<file path="src/rtl/cdpa_pkg.sv">
// cdpa_pkg: types and constants shared by the colour distance projection search
// no dependencies
package cdpa_pkg;
    localparam int SUM_W = 24;
    localparam int D2_W  = 18;
    localparam logic [SUM_W-1:0] SUM_MAX = {SUM_W{1'b1}};

    typedef enum logic [2:0] {
        REG_REF_L = 3'd0, REG_REF_A = 3'd1, REG_REF_B = 3'd2, REG_WXF = 3'd3,
        REG_WXE = 3'd4, REG_WYF = 3'd5, REG_WYE = 3'd6, REG_MODE = 3'd7
    } t_reg_idx;

    typedef struct packed {
        logic [7:0]  ref_l;
        logic [7:0]  ref_a;
        logic [7:0]  ref_b;
        logic [10:0] wxf;
        logic [11:0] wxe;
        logic [10:0] wyf;
        logic [11:0] wye;
        logic        mode;
    } t_cfg;

    function automatic logic [SUM_W-1:0] sat_add(input logic [SUM_W-1:0] a,
                                                 input logic [SUM_W-1:0] b);
        logic [SUM_W:0] t;
        t = {1'b0, a} + {1'b0, b};
        return t[SUM_W] ? SUM_MAX : t[SUM_W-1:0];
    endfunction
endpackage

</file>
<file path="src/rtl/cdpa_sqrt.sv">
// cdpa_sqrt: pipelined restoring square root, two result bits per stage pair
// depends on cdpa_pkg
module cdpa_sqrt import cdpa_pkg::*; #(
    parameter int IN_W = 26,
    parameter int TAG_W = 1
) (
    input  logic                   i_clk,
    input  logic                   i_rst_n,
    input  logic                   i_vld,
    input  logic [IN_W-1:0]        i_val,
    input  logic [TAG_W-1:0]       i_tag,
    output logic                   o_vld,
    output logic [(IN_W+1)/2-1:0]  o_root,
    output logic [TAG_W-1:0]       o_tag
);
    localparam int N = (IN_W + 1) / 2;
    localparam int VW = 2 * N;
    logic [N:1]            r_vld;
    logic [VW-1:0]         r_rem [1:N];
    logic [VW-1:0]         r_val [1:N];
    logic [N-1:0]          r_res [1:N];
    logic [TAG_W-1:0]      r_tag [1:N];

    for (genvar s = 0; s < N; s++) begin : g_st
        logic             n_vin;
        logic [VW-1:0]    n_rin;
        logic [VW-1:0]    n_xin;
        logic [N-1:0]     n_sin;
        logic [TAG_W-1:0] n_tin;
        logic [VW+1:0]    n_trial;
        logic [VW+1:0]    n_rem;
        if (s == 0) begin : g_head
            assign n_vin = i_vld;
            assign n_rin = '0;
            assign n_xin = VW'(i_val);
            assign n_sin = '0;
            assign n_tin = i_tag;
        end else begin : g_link
            assign n_vin = r_vld[s];
            assign n_rin = r_rem[s];
            assign n_xin = r_val[s];
            assign n_sin = r_res[s];
            assign n_tin = r_tag[s];
        end
        always_comb begin
            n_rem   = {n_rin, n_xin[VW-1 -: 2]};
            n_trial = n_rem - {{(VW+2-N-2){1'b0}}, n_sin, 2'b01};
        end
        always_ff @(posedge i_clk) begin
            if (!i_rst_n) begin
                r_vld[s+1] <= 1'b0;
            end else begin
                r_vld[s+1] <= n_vin;
            end
            r_val[s+1] <= n_xin << 2;
            r_tag[s+1] <= n_tin;
            if (!n_trial[VW+1]) begin
                r_rem[s+1] <= n_trial[VW-1:0];
                r_res[s+1] <= {n_sin[N-2:0], 1'b1};
            end else begin
                r_rem[s+1] <= n_rem[VW-1:0];
                r_res[s+1] <= {n_sin[N-2:0], 1'b0};
            end
        end
    end
    assign o_vld  = r_vld[N];
    assign o_root = r_res[N];
    assign o_tag  = r_tag[N];
endmodule

</file>
<file path="config.mk">
export PLATFORM = sky130hd
export DESIGN_NAME = cdpa_sqrt
export DESIGN_NICKNAME = d
export VERILOG_FILES = /design/src/rtl/cdpa_pkg.sv /design/src/rtl/cdpa_sqrt.sv
export SDC_FILE = /design/constraint.sdc
export NUM_CORES = 1
export LEC_CHECK = 0
export BUFFER_PORTS_ARGS = -buffer_cell sky130_fd_sc_hd__buf_2
export CAP_MARGIN = 10
export CELL_PAD_IN_SITES_DETAIL_PLACEMENT = 1
export CELL_PAD_IN_SITES_GLOBAL_PLACEMENT = 2
export CORE_UTILIZATION = 37
export CTS_BUF_LIST = sky130_fd_sc_hd__clkbuf_4 sky130_fd_sc_hd__clkbuf_8 sky130_fd_sc_hd__clkbuf_16
export DETAILED_ROUTE_END_ITERATION = 8
export PLACE_DENSITY = 0.82
export SETUP_SLACK_MARGIN = 0.3
export SYNTH_ARGS = -nofsm -noshare
export SYNTH_HDL_FRONTEND = slang
export SYNTH_SLANG_ARGS = --single-unit
</file>
<file path="constraint.sdc">
create_clock -name i_clk -period 3.08 [get_ports i_clk]
set_clock_uncertainty 0.1 [all_clocks]
set_input_delay 0.616 -clock i_clk [delete_from_list [all_inputs] [get_ports i_clk]]
set_output_delay 0.616 -clock i_clk [all_outputs]
set_load 0.02 [all_outputs]
</file>
======== Yosys cells after proc, flatten, opt, wreduce, memory -nomap -nowiden ========
Memories as Yosys holds them, arrays and structs flattened.
Index checks and enable logic that the tools add are counted.
storage, ports and cells
  output and inout port bits .............. 15
  memories kept ........................... 4
  input port bits ......................... 30
  register bits ........................... 13
  memory bits (writable) .................. 832
memories
  memory  words  bits a word  rd ports  clocked after memory_dff  write ports  line             text
  r_rem   13     26           12        0                         13           cdpa_sqrt.sv:19  logic [VW-1:0] r_rem [1:N];
  r_val   13     24           12        0                         13           cdpa_sqrt.sv:20  logic [VW-1:0] r_val [1:N];
  r_res   13     13           13        0                         13           cdpa_sqrt.sv:21  logic [N-1:0] r_res [1:N];
  r_tag   13     1            13        0                         13           cdpa_sqrt.sv:22  logic [TAG_W-1:0] r_tag [1:N];
operators by class
  bitwise gates (word level) .............. 26
  $add $sub $neg .......................... 13
  multiplexer cells ....................... 52
operator list
  cell                 number
  $mux 26              13
  $sub 28x15->28       12
  $mux 13              13
  $mux 1               26
  $or 1x1->1           26
  $sub 2x1->3 const B  1

======== Depth between registers and ports, before layout ========
Gate-level depths: netlist (run 1).
An unclocked memory read counts as a cell.
  depth after elaboration ................. 4
  depth in mapped cells ................... 12
  depth with buffers taken out ............ 11

======== Least setup slack after synthesis (run 1) ========
Ideal clock, no wire load.
  path type ............................... reg2reg
  from .................................... register r_rem[0][120] (netlist name)
  to ...................................... register r_rem[0][146] (netlist name)
  arrival ................................. 2.751 ns
  slack ................................... 0.111 ns
  period minus slack after synthesis ...... 2.969 ns
  setup time .............................. 0.118 ns
  required time ........................... 2.862 ns
  cell stages (with the launch flop) ...... 10
  cell sequence ........................... dfxtp_1 -> or4_4 -> nor4_1 -> nand3_1 -> or4b_1 -> xnor2_1 -> inv_2 -> nand3b_2 -> or4_1 -> xnor2_1

==> results of run 1 <==
[through the flow]
stage	setup TNS (ps)	hold WS, ps	instances
floorplan	0	210	1843
detailed placement	-508	213	2593
global placement	-9.85	210	2593
finish	0	77.5	2765
global route	0	57.3	2765
CTS	0	39.4	2745
[area by class of cell]
cell class / instances / area [sq um] / share of cell area
Tap cell: 680 / 851 / 0.0349
Clock inverter: 27 / 452 / 0.0185
Clock buffer: 72 / 1540 / 0.0631
Timing Repair Buffer: 169 / 1250 / 0.0515
Multi-Input combinational cell: 1153 / 8960 / 0.368
Inverter: 123 / 464 / 0.0191
Sequential cell: 541 / 10900 / 0.445
[repair_timing]
item | in CTS | in global routing
resized for setup | 89 | 119
hold endpoints to repair | 25 | 0
setup endpoints to repair | 108 | 140
cloned | 1 | 1
pin swaps | 26 | 37
hold buffers | 25 | 0
setup buffers | 27 | 19
[cells by family after synthesis]
group                    after synthesis  synth area share
AO/OA/AOI/OAI                        276            0.0908
XOR/XNOR                             225             0.103
adder cells (fa/ha/maj)               89            0.0576
buffers and inverters                150            0.0296
flip-flops                           541             0.560
multiplexers                          23            0.0133
other                                  1          0.000194
AND/OR/NAND/NOR                      537             0.146
[cell usage after synthesis (5+ instances only)]
| cell | number | area, sq um |
|---|---|---|
| o21ai_0 | 90 | 450 |
| a21oi_1 | 60 | 300 |
| o211ai_1 | 7 | 52.6 |
| o31ai_1 | 11 | 82.6 |
| o21bai_1 | 6 | 45.0 |
| nor3b_1 | 9 | 67.6 |
| a21o_1 | 23 | 173 |
| a211o_1 | 5 | 43.8 |
| o21a_1 | 27 | 203 |
| or3_1 | 28 | 175 |
| nand2b_1 | 19 | 119 |
| xnor2_1 | 103 | 902 |
| clkbuf_1 | 18 | 67.6 |
| buf_2 | 8 | 40.0 |
| nand2_1 | 131 | 492 |
| mux2_2 | 19 | 214 |
| inv_1 | 119 | 447 |
| nand3_1 | 24 | 120 |
| nor3_1 | 65 | 325 |
| nor2b_1 | 18 | 113 |
| nand4b_1 | 7 | 61.3 |
| nand4_1 | 8 | 50.1 |
| o22ai_1 | 5 | 31.3 |
| and3_1 | 7 | 43.8 |
| or4_1 | 18 | 135 |
| o41ai_1 | 6 | 52.6 |
| and2_1 | 19 | 119 |
| nor2_1 | 108 | 405 |
| nor4_1 | 39 | 244 |
| xor2_1 | 120 | 1050 |
| a2111oi_0 | 7 | 61.3 |
| dfxtp_1 | 541 | 10800 |
| or2_2 | 9 | 56.3 |
| ha_1 | 89 | 1110 |
[critical path: cells and delay by family, from the launching register on]
kind / cells / cell delay, ps
xor+xnor: 2 / 290
fa+ha+maj: 1 / 150
buf+inv: 2 / 140
flops: 1 / 330
simple gates: 5 / 1720
[state kept, by name (all words and copies together), names as in the netlist]
signal and flops:
r_rem 268, r_val 156, r_res 91, r_tag 13, g_st.n_vin 12, o_vld 1
[worst max path at each step]
stage / end / startpoint / slack, ps / cells after the start
global route: r_rem[0][150] / r_res[4][3] / 110 / 10
CTS: r_rem[0][150] / r_res[4][3] / 220 / 10
finish: r_rem[0][146] / r_res[4][3] / 250 / 10
global placement: r_rem[0][337] / r_res[11][10] / -10 / 8
floorplan: r_rem[0][146] / r_res[4][3] / 230 / 10
detailed placement: r_rem[0][337] / r_res[11][10] / -140 / 8
[power breakdown]
| group | total, mW | internal (mW) | switching, mW |
|---|---|---|---|
| Combinational | 5.52 | 2.67 | 2.85 |
| Sequential | 9.57 | 8.37 | 1.20 |
| Clock | 7.15 | 4.37 | 2.78 |
[routing by layer]
layer | GRT usage | routed length (um) | vias up
met5 | 0 | 0 | -
met4 | 0.0749 | 1590 | 0
met1 | 0.158 | 16400 | 6370
met3 | 0.0284 | 1200 | 105
li1 | - | - | 6696
met2 | 0.314 | 23800 | 173
==> summary.md, run 1 <==
| Metric | Value |
|---|---|
| Crit share post-route | 0.920 |
| First-pass detailed-route iteration total | 4 |
| Most common cell after layout, fill and taps aside | dfxtp_1 |
| Via count | 13.3k |
| Critical path cell sequence | inv_2, ha_4, or3_4, or3_4, or4b_4, xnor2_2, inv_2, nand3b_4, or4_4, xnor2_1 |
| Status | finished clean |
| CP max-delay cell | or4b_4 |
| Final setup margin | 246 ps |
| Core Region | around 50000 sq um |
| Vias in the first global route | 14.4k |
| Total power draw | 22.2 mW |
| Yosys warns | 0 |
| Gr ovfl total | 0 |
| RD Place Congestion | around 0.85 |
| Die Area | 53200 sq um |
| Synth Cell Area | slightly below 20000 sq um |
| Total CTS buffers | 54 |
| RSZ-0062 raised after global routing | true |
| Vias per cell | 4.83 |
| Critical path launch point type | flip-flop |
| CTS H-tree lvls | 2 |
| Chip width | about 230 um |
| Routed wire per std cell | 15.6 um |
| Placed Area | 20800 sq um |
| 1st-iter DRT viols | 379 |
| Synth Register Bits | between 500 and 600 |
| Worst EP required | 3470 ps |
| Post-layout util | 0.473 |
| Worst-case clock buffer depth | 3 |
| DPL Wire Length | 30700 um |
| Hold Path Class | in2reg |
| Distinct cells, synth | 73 |
| Sequential fraction of the synthesis area | 0.560 |
| HP Start | i_val[24] |
| First-pass GRT wire length | 68900 um |
| CTS tree | yes |
| Leakage | 10.5 nW |
| Asr flop ratio synth | 0 |
| Total routed wirelength | ~43000 um |
| Ports | 45 |
| Number of synthesized flops with an enable pin | 0 |
| Fmax | 0.353 GHz |
| Num rows | 83 |
| Largest net degree at the start of global routing | 26 |
| Crit Path Class | reg2reg |
| Post-Syn Instances | 1842 |
| Ys flop type | dfxtp_1 |
| Fill cells | 5587 |
| Initial Util | 0.375 |
| Initial antenna violation count | 0 |
| Worst slew pin tran | 722 ps |
| Maximum vdd drop | roughly 0.43 mV |
| Crit Reg-Reg Endpoint | r_rem[0][146] |
| P&R area growth vs syn | 26.0% |
| Final setup vio count | 0 |
| Crit path arrival time | 3230 ps |
| Number of remaining DRC errors | 0 |
| Delay of the slowest cell on the worst path | 540 ps |
| Fin. Hold Viols | 0 |
| Syn_area_per_cell | 10.5 sq um |
| Final net count | 2161 |
| Hold Path Depth | 2 |
| Dpl ws | -140 ps |
| Die H | around 230 um |
| Crit-path max FO | 3 |
| R2R Setup Slk | 250 ps |
| Clock transition at path regs | 60 ps |
| Skew-Pair Late Insertion Delay | 620 ps |
| Antenna Cells | 0 |
| Most frequent cells in the layout | dfxtp_1 (524), nand2_1 (126), xor2_1 (119), inv_1 (114), nor2_1 (101) |
| CP Capture Type | flip-flop |
| PortBufs | 44 |
| Hold worst-path end | r_rem[0][26] |
| CTS sink count | 541 |
| Post-route ant nets | 0 |
| Pins Over Slew Limit | 0 |
| Fin crit period | 2830 ps |
| Share of layout cells above drive strength 1 | 0.222 |
| Reg2reg path depth | 10 |
| Max-Cap Viols | 0 |
| Design area | 24400 sq um |
| Pwr Density | 913 nW/um^2 |
| Clock root cell | clkbuf_16 |
| Worst rel slew slack | 0.515 |
| Gr usage total | 0.159 |
| R2r startpoint | r_res[4][3] |
Power figures use the tool's default switching activity.
==> run 2, diff against run 1 <==
--- a/config.mk
+++ b/config.mk
@@ -12,6 +12,7 @@
 export CORE_UTILIZATION = 37
 export CTS_BUF_LIST = sky130_fd_sc_hd__clkbuf_4 sky130_fd_sc_hd__clkbuf_8 sky130_fd_sc_hd__clkbuf_16
 export DETAILED_ROUTE_END_ITERATION = 8
+export GPL_TIMING_DRIVEN = 0
 export PLACE_DENSITY = 0.82
 export SETUP_SLACK_MARGIN = 0.3
 export SYNTH_ARGS = -nofsm -noshare
==> run 2 against run 1 <==
Against the previous run:
- routed wire length hardly changed
- via count is 0.21% higher
- critical path depth stayed put
- flip-flop and latch count stayed put
- first-iteration DRC count is 13% higher
- global-route usage is 0.058 points lower
- cell area is 1.5% higher
- highest routed layer unchanged
==> summary.md, run 2 (same netlist as run 1, synthesis figures left out) <==
| Metric | Value |
|---|---|
| Status | finished clean |
| Fmax | 0.348 GHz |
| Num rows | 83 |
| Most frequent cells in the layout | dfxtp_1 (521), nand2_1 (128), xor2_1 (118), inv_1 (113), nor2_1 (98) |
| Worst rel slew slack | 0.469 |
| Leakage | between 10 and 15 nW |
| Crit path arrival time | 3270 ps |
| DP Cell Count | 2567 |
| Pint | 15.5 mW |
| PortBufs | 44 |
| Largest net degree at the start of global routing | 17 |
| Fin. Hold Viols | 0 |
| Maximum vdd drop | 0.459 mV |
| RSZ-0062 raised after global routing | true |
| Antenna Cells | 0 |
| Post-route ant nets | 0 |
| Via count | 13.4k |
| Post-layout util | 0.480 |
| Clock network power share | 0.322 |
| Crit share post-route | 0.934 |
| Skew-Pair Late Insertion Delay | 620 ps |
| Total routed wirelength | 43000 um |
| Post-route insts no fill | 2779 |
| Clock root cell | clkbuf_16 |
| Gr ovfl total | 0 |
| CP max-delay cell | or4b_4 |
| Chip width | 231 um |
| Pins Over Slew Limit | 0 |
| Clock transition at path regs | 60 ps |
| Fin crit period | 2880 ps |
| Share of layout cells above drive strength 1 | 0.225 |
| CTS H-tree lvls | 2 |
| WP buf/inv | 2 |
| Crit Path Class | reg2reg |
| First-pass detailed-route iteration total | 4 |
| R2R Setup Slk | 200 ps |
| RD Place Congestion | 0.877 |
| Most common cell after layout, fill and taps aside | dfxtp_1 |
| CTS sink count | approximately 540 |
| Worst-case clock buffer depth | 3 |
| 1st-iter DRT viols | 428 |
| Largest delay share family, worst path | simple AND/OR/NAND/NOR gates |
| Max FFs per register | 268 |
| Initial Util | 0.375 |
| Critical path cell sequence | inv_2, ha_4, or3_4, or3_4, or4b_4, xnor2_2, inv_2, nand3b_4, or4_4, xnor2_2 |
| Net Sw Frac | 0.307 |
| Sw Pwr | 6.88 mW |
| Core Region | 51500 sq um |
| First-pass GRT wire length | 68800 um |
| Total CTS buffers | between 50 and 60 |
| Hold WS | between 80 and 90 ps |
| Initial antenna violation count | 0 |
| DPL Wire Length | roughly 30000 um |
| Die H | 231 um |
| Top Registers | r_rem (268), r_val (156), r_res (91) |
| P&R area growth vs syn | 27.9% |
| Flop pwr share | 0.426 |
| Number of remaining DRC errors | 0 |
| TNS Setup | 0 ps |
| Pwr Density | slightly above 900 nW/um^2 |
| Worst slew pin tran | a little under 800 ps |
| Worst EP required | 3480 ps |
| Hold Path Class | in2reg |
| Max-Cap Viols | 0 |
| Vias in the first global route | 14.2k |
| Gr usage total | 0.158 |
| Delay of the slowest cell on the worst path | 540 ps |
| Crit-path max FO | 3 |
| Ports | 45 |
| Logic pwr share | 0.253 |
| Vias per cell | 4.81 |
| Final net count | roughly 2.2k |
| Die Area | approximately 53000 sq um |
| Largest Register | r_rem |
| Final setup vio count | 0 |
| Routed wire per std cell | around 15 um |
| CP Capture Type | flip-flop |
| Critical path launch point type | flip-flop |
| CTS tree | yes |
==> run 2: worst reg2reg max path, stage by stage (launching register included) <==
cell      delay, ps
dfxtp_2         340
inv_2            40
ha_4            150
or3_4           340
or3_4           340
or4b_4          540
xnor2_2         160
inv_2           120
nand3b_4         80
or4_4           430
xnor2_2         140
==> run 2: metal layers <==
metal	GRT usage	up-vias	wire (um)
met2	0.322	171	24200
met1	0.153	6418	16200
met3	0.0285	84	1190
li1	-	6699	-
met4	0.0662	0	1490
met5	0	-	0
==> run 2: final timing paths <==
path | cells past startpoint | end | start
worst min register to register | 0 | r_val[1][23] | r_val[0][189]
worst min-delay path | 2 | r_rem[0][26] | i_val[24]
worst max-delay path | 10 | r_rem[0][146] | r_res[4][3]
worst max register to register | 10 | r_rem[0][146] | r_res[4][3]
==> run 2: stage by stage <==
step           worst slack [ps]  power, mW  instance area (sq um)
2_1_floorplan               233       12.7                  19400
3_3_place_gp              -1050       13.9                  20500
3_5_place_dp              -1170       14.0                  20500
4_1_cts                     196       22.0                  23900
5_1_grt                     117       23.7                  24700
6_report                    205       22.4                  24700
==> run 2: final cells by class <==
class                      count  area (sq um)
buffer                        27           173
clock buffer                  76          1620
clock inverter                25           424
fill                        5558         26800
inverter                     123           467
multi-input combinational   1152          9160
sequential                   541         10900
tap                          680           851
timing repair buffer         155          1180
==> run 2: power groups by stage <==
stage / combinational (mW) / clock [mW] / sequential (mW)
floorplan: 3.48 / 0 / 9.24
global placement: 4.37 / 0 / 9.49
detailed placement: 4.50 / 0 / 9.54
CTS: 5.13 / 7.43 / 9.44
global route: 6.27 / 7.74 / 9.71
finish: 5.67 / 7.22 / 9.55
==> run 2: timing repair <==
item                                    CTS  global route
hold endpoints to repair                 25             0
hold buffers                             25             0
buffers inserted                         53            32
gates resized for setup                 149           145
pin swaps                                39            53
endpoints found under the setup margin  195           171
cloned                                    0             1
==> run 3, diff against run 2 <==
--- a/config.mk
+++ b/config.mk
@@ -7,13 +7,13 @@
 export LEC_CHECK = 0
 export BUFFER_PORTS_ARGS = -buffer_cell sky130_fd_sc_hd__buf_2
 export CAP_MARGIN = 10
-export CELL_PAD_IN_SITES_DETAIL_PLACEMENT = 1
-export CELL_PAD_IN_SITES_GLOBAL_PLACEMENT = 2
-export CORE_UTILIZATION = 37
+export CELL_PAD_IN_SITES_DETAIL_PLACEMENT = 0
+export CELL_PAD_IN_SITES_GLOBAL_PLACEMENT = 1
+export CORE_UTILIZATION = 45
 export CTS_BUF_LIST = sky130_fd_sc_hd__clkbuf_4 sky130_fd_sc_hd__clkbuf_8 sky130_fd_sc_hd__clkbuf_16
 export DETAILED_ROUTE_END_ITERATION = 8
 export GPL_TIMING_DRIVEN = 0
-export PLACE_DENSITY = 0.82
+export PLACE_DENSITY = 0.83
 export SETUP_SLACK_MARGIN = 0.3
 export SYNTH_ARGS = -nofsm -noshare
 export SYNTH_HDL_FRONTEND = slang
==> run 3 against run 2 <==
Against the previous run:
- critical path depth fell by 1
- via count decreased by 3.0%
- non-clock buffer count fell by 26
- critical path type unchanged
- highest routed layer unchanged
- sequential power down 0.7%
- register-to-register slack is essentially flat
==> summary.md, run 3 (same netlist as run 1, synthesis figures left out) <==
| Metric | Value |
|---|---|
| DPL Wire Length | 25300 um |
| CTS tree | yes |
| First-pass detailed-route iteration total | 7 |
| Vias per cell | between 4 and 5 |
| Gr usage total | 0.160 |
| Dpl ws | -558 ps |
| Fmax | 0.348 GHz |
| Final setup vio count | 0 |
| Fin crit period | 2870 ps |
| Design area | 23900 sq um |
| P&R area growth vs syn | 23.7% |
| Most common cell after layout, fill and taps aside | dfxtp_1 |
| Pins Over Slew Limit | 0 |
| CTS sink count | 541 |
| Crit Path Class | reg2reg |
| CP Capture Type | flip-flop |
| RD Place Congestion | 0.885 |
| Top sig layer | met4 |
| Skew-Pair Late Insertion Delay | 600 ps |
| Worst rel slew slack | 0.561 |
| RSZ-0062 raised after global routing | true |
| Critical path launch point type | flip-flop |
| Share of layout cells above drive strength 1 | 0.199 |
| Die H | 209 um |
| First-pass GRT wire length | 57400 um |
| WL met1 | ~13000 um |
| Crit path arrival time | between 3000 and 4000 ps |
| PortBufs | 44 |
| Placed Area | slightly above 20000 sq um |
| Metal2 WL | 19200 um |
| Gr ovfl total | 0 |
| Clock transition at path regs | 60 ps |
| Crit share post-route | 0.932 |
| Ports | 45 |
| Final net count | approximately 2.1k |
| Status | finished clean |
| Final setup margin | 209 ps |
| Most frequent cells in the layout | dfxtp_1 (522), nand2_1 (128), xor2_1 (119), inv_1 (116), nor2_1 (104) |
| Pwr Density | 895 nW/um^2 |
| Die Area | 43800 sq um |
| Total routed wirelength | ~36000 um |
| Max FFs per register | 268 |
| Worst slew pin tran | 642 ps |
| TNS Setup | 0 ps |
| Vias in the first global route | around 13k |
| Crit-path max FO | 4 |
| Number of remaining DRC errors | 0 |
| Worst-case clock buffer depth | 3 |
| Top Registers | r_rem (268), r_val (156), r_res (91) |
| Largest net degree at the start of global routing | 16 |
| Clock root cell | clkbuf_16 |
| Maximum vdd drop | 0.489 mV |
| Max-Cap Viols | 0 |
| Antenna Cells | 0 |
| Worst EP required | 3450 ps |
| Initial Util | 0.459 |
| Chip width | 209 um |
| Fin. Hold Viols | 0 |
| Largest Register | r_rem |
| Initial antenna violation count | 0 |
| Metal3 WL | roughly 1200 um |
| Hold Path Class | in2reg |
| Routed wire per std cell | 13.8 um |
| Total CTS buffers | 53 |
| Via count | ~13k |
| Core Region | 42100 sq um |
| 1st-iter DRT viols | roughly 600 |
| Leakage | 10.3 nW |
| Num rows | 75 |
| CTS H-tree lvls | 2 |
| Post-layout util | 0.568 |
| Post-route ant nets | 0 |
-- run 3: through the flow --
| stage | std cells | hold slack [ps] | total power [mW] |
|---|---|---|---|
| global route | 2606 | 8.80 | 22.6 |
| finish | 2606 | 36.1 | 21.4 |
| CTS | 2581 | 1.43 | 21.1 |
| floorplan | 1843 | 210 | 12.7 |
| global placement | 2426 | 210 | 13.7 |
| detailed placement | 2426 | 212 | 13.9 |
-- run 3: power breakdown --
| part | switching, mW | internal, mW | leakage, nW | total, mW |
|---|---|---|---|---|
| Combinational | 2.73 | 2.58 | 4.87 | 5.30 |
| Clock | 2.60 | 4.02 | 0.920 | 6.62 |
| Sequential | 1.10 | 8.38 | 4.55 | 9.48 |
-- run 3: worst paths after layout --
check                startpoint             to  slack [ps]  cells after the start
setup / recovery  r_rem[0][118]  r_rem[0][146]         210                      9
hold / removal         i_val[9]   r_val[0][33]          40                      1
setup reg to reg  r_rem[0][118]  r_rem[0][146]         210                      9
hold reg to reg    r_val[0][60]   r_val[0][86]         220                      0
-- run 3: repair_timing --
| item | in CTS | in global routing |
|---|---|---|
| gates resized for setup | 110 | 118 |
| buffers inserted | 38 | 24 |
| endpoints found under the hold margin | 22 | 0 |
| hold buffers | 22 | 0 |
| setup endpoints to repair | 178 | 143 |
| cloned | 1 | 1 |
| pin swaps | 32 | 46 |
-- run 3: cell type report --
| type | count | area, sq um |
|---|---|---|
| Inverter | 123 | 464 |
| Clock buffer | 74 | 1550 |
| Sequential cell | 541 | 10900 |
| Buffer | 27 | 166 |
| Tap cell | 539 | 674 |
| Fill cell | 3478 | 18200 |
| Clock inverter | 20 | 313 |
| Timing Repair Buffer | 129 | 955 |
| Multi-Input combinational cell | 1153 | 8930 |
-- run 3: per-layer routing --
metal | track usage | vias up
met5 | 0 | -
met4 | 0.115 | 0
met3 | 0.0286 | 118
met2 | 0.308 | 240
met1 | 0.151 | 5958
li1 | - | 6658
-- run 3: critical path, stage by stage, from the launching register on --
cell	delay [ps]
dfxtp_1	330
or4_1	580
nor2_4	180
nand3_2	110
or4b_4	540
xnor2_2	160
inv_2	110
nand3b_4	80
or4_4	430
xnor2_2	140
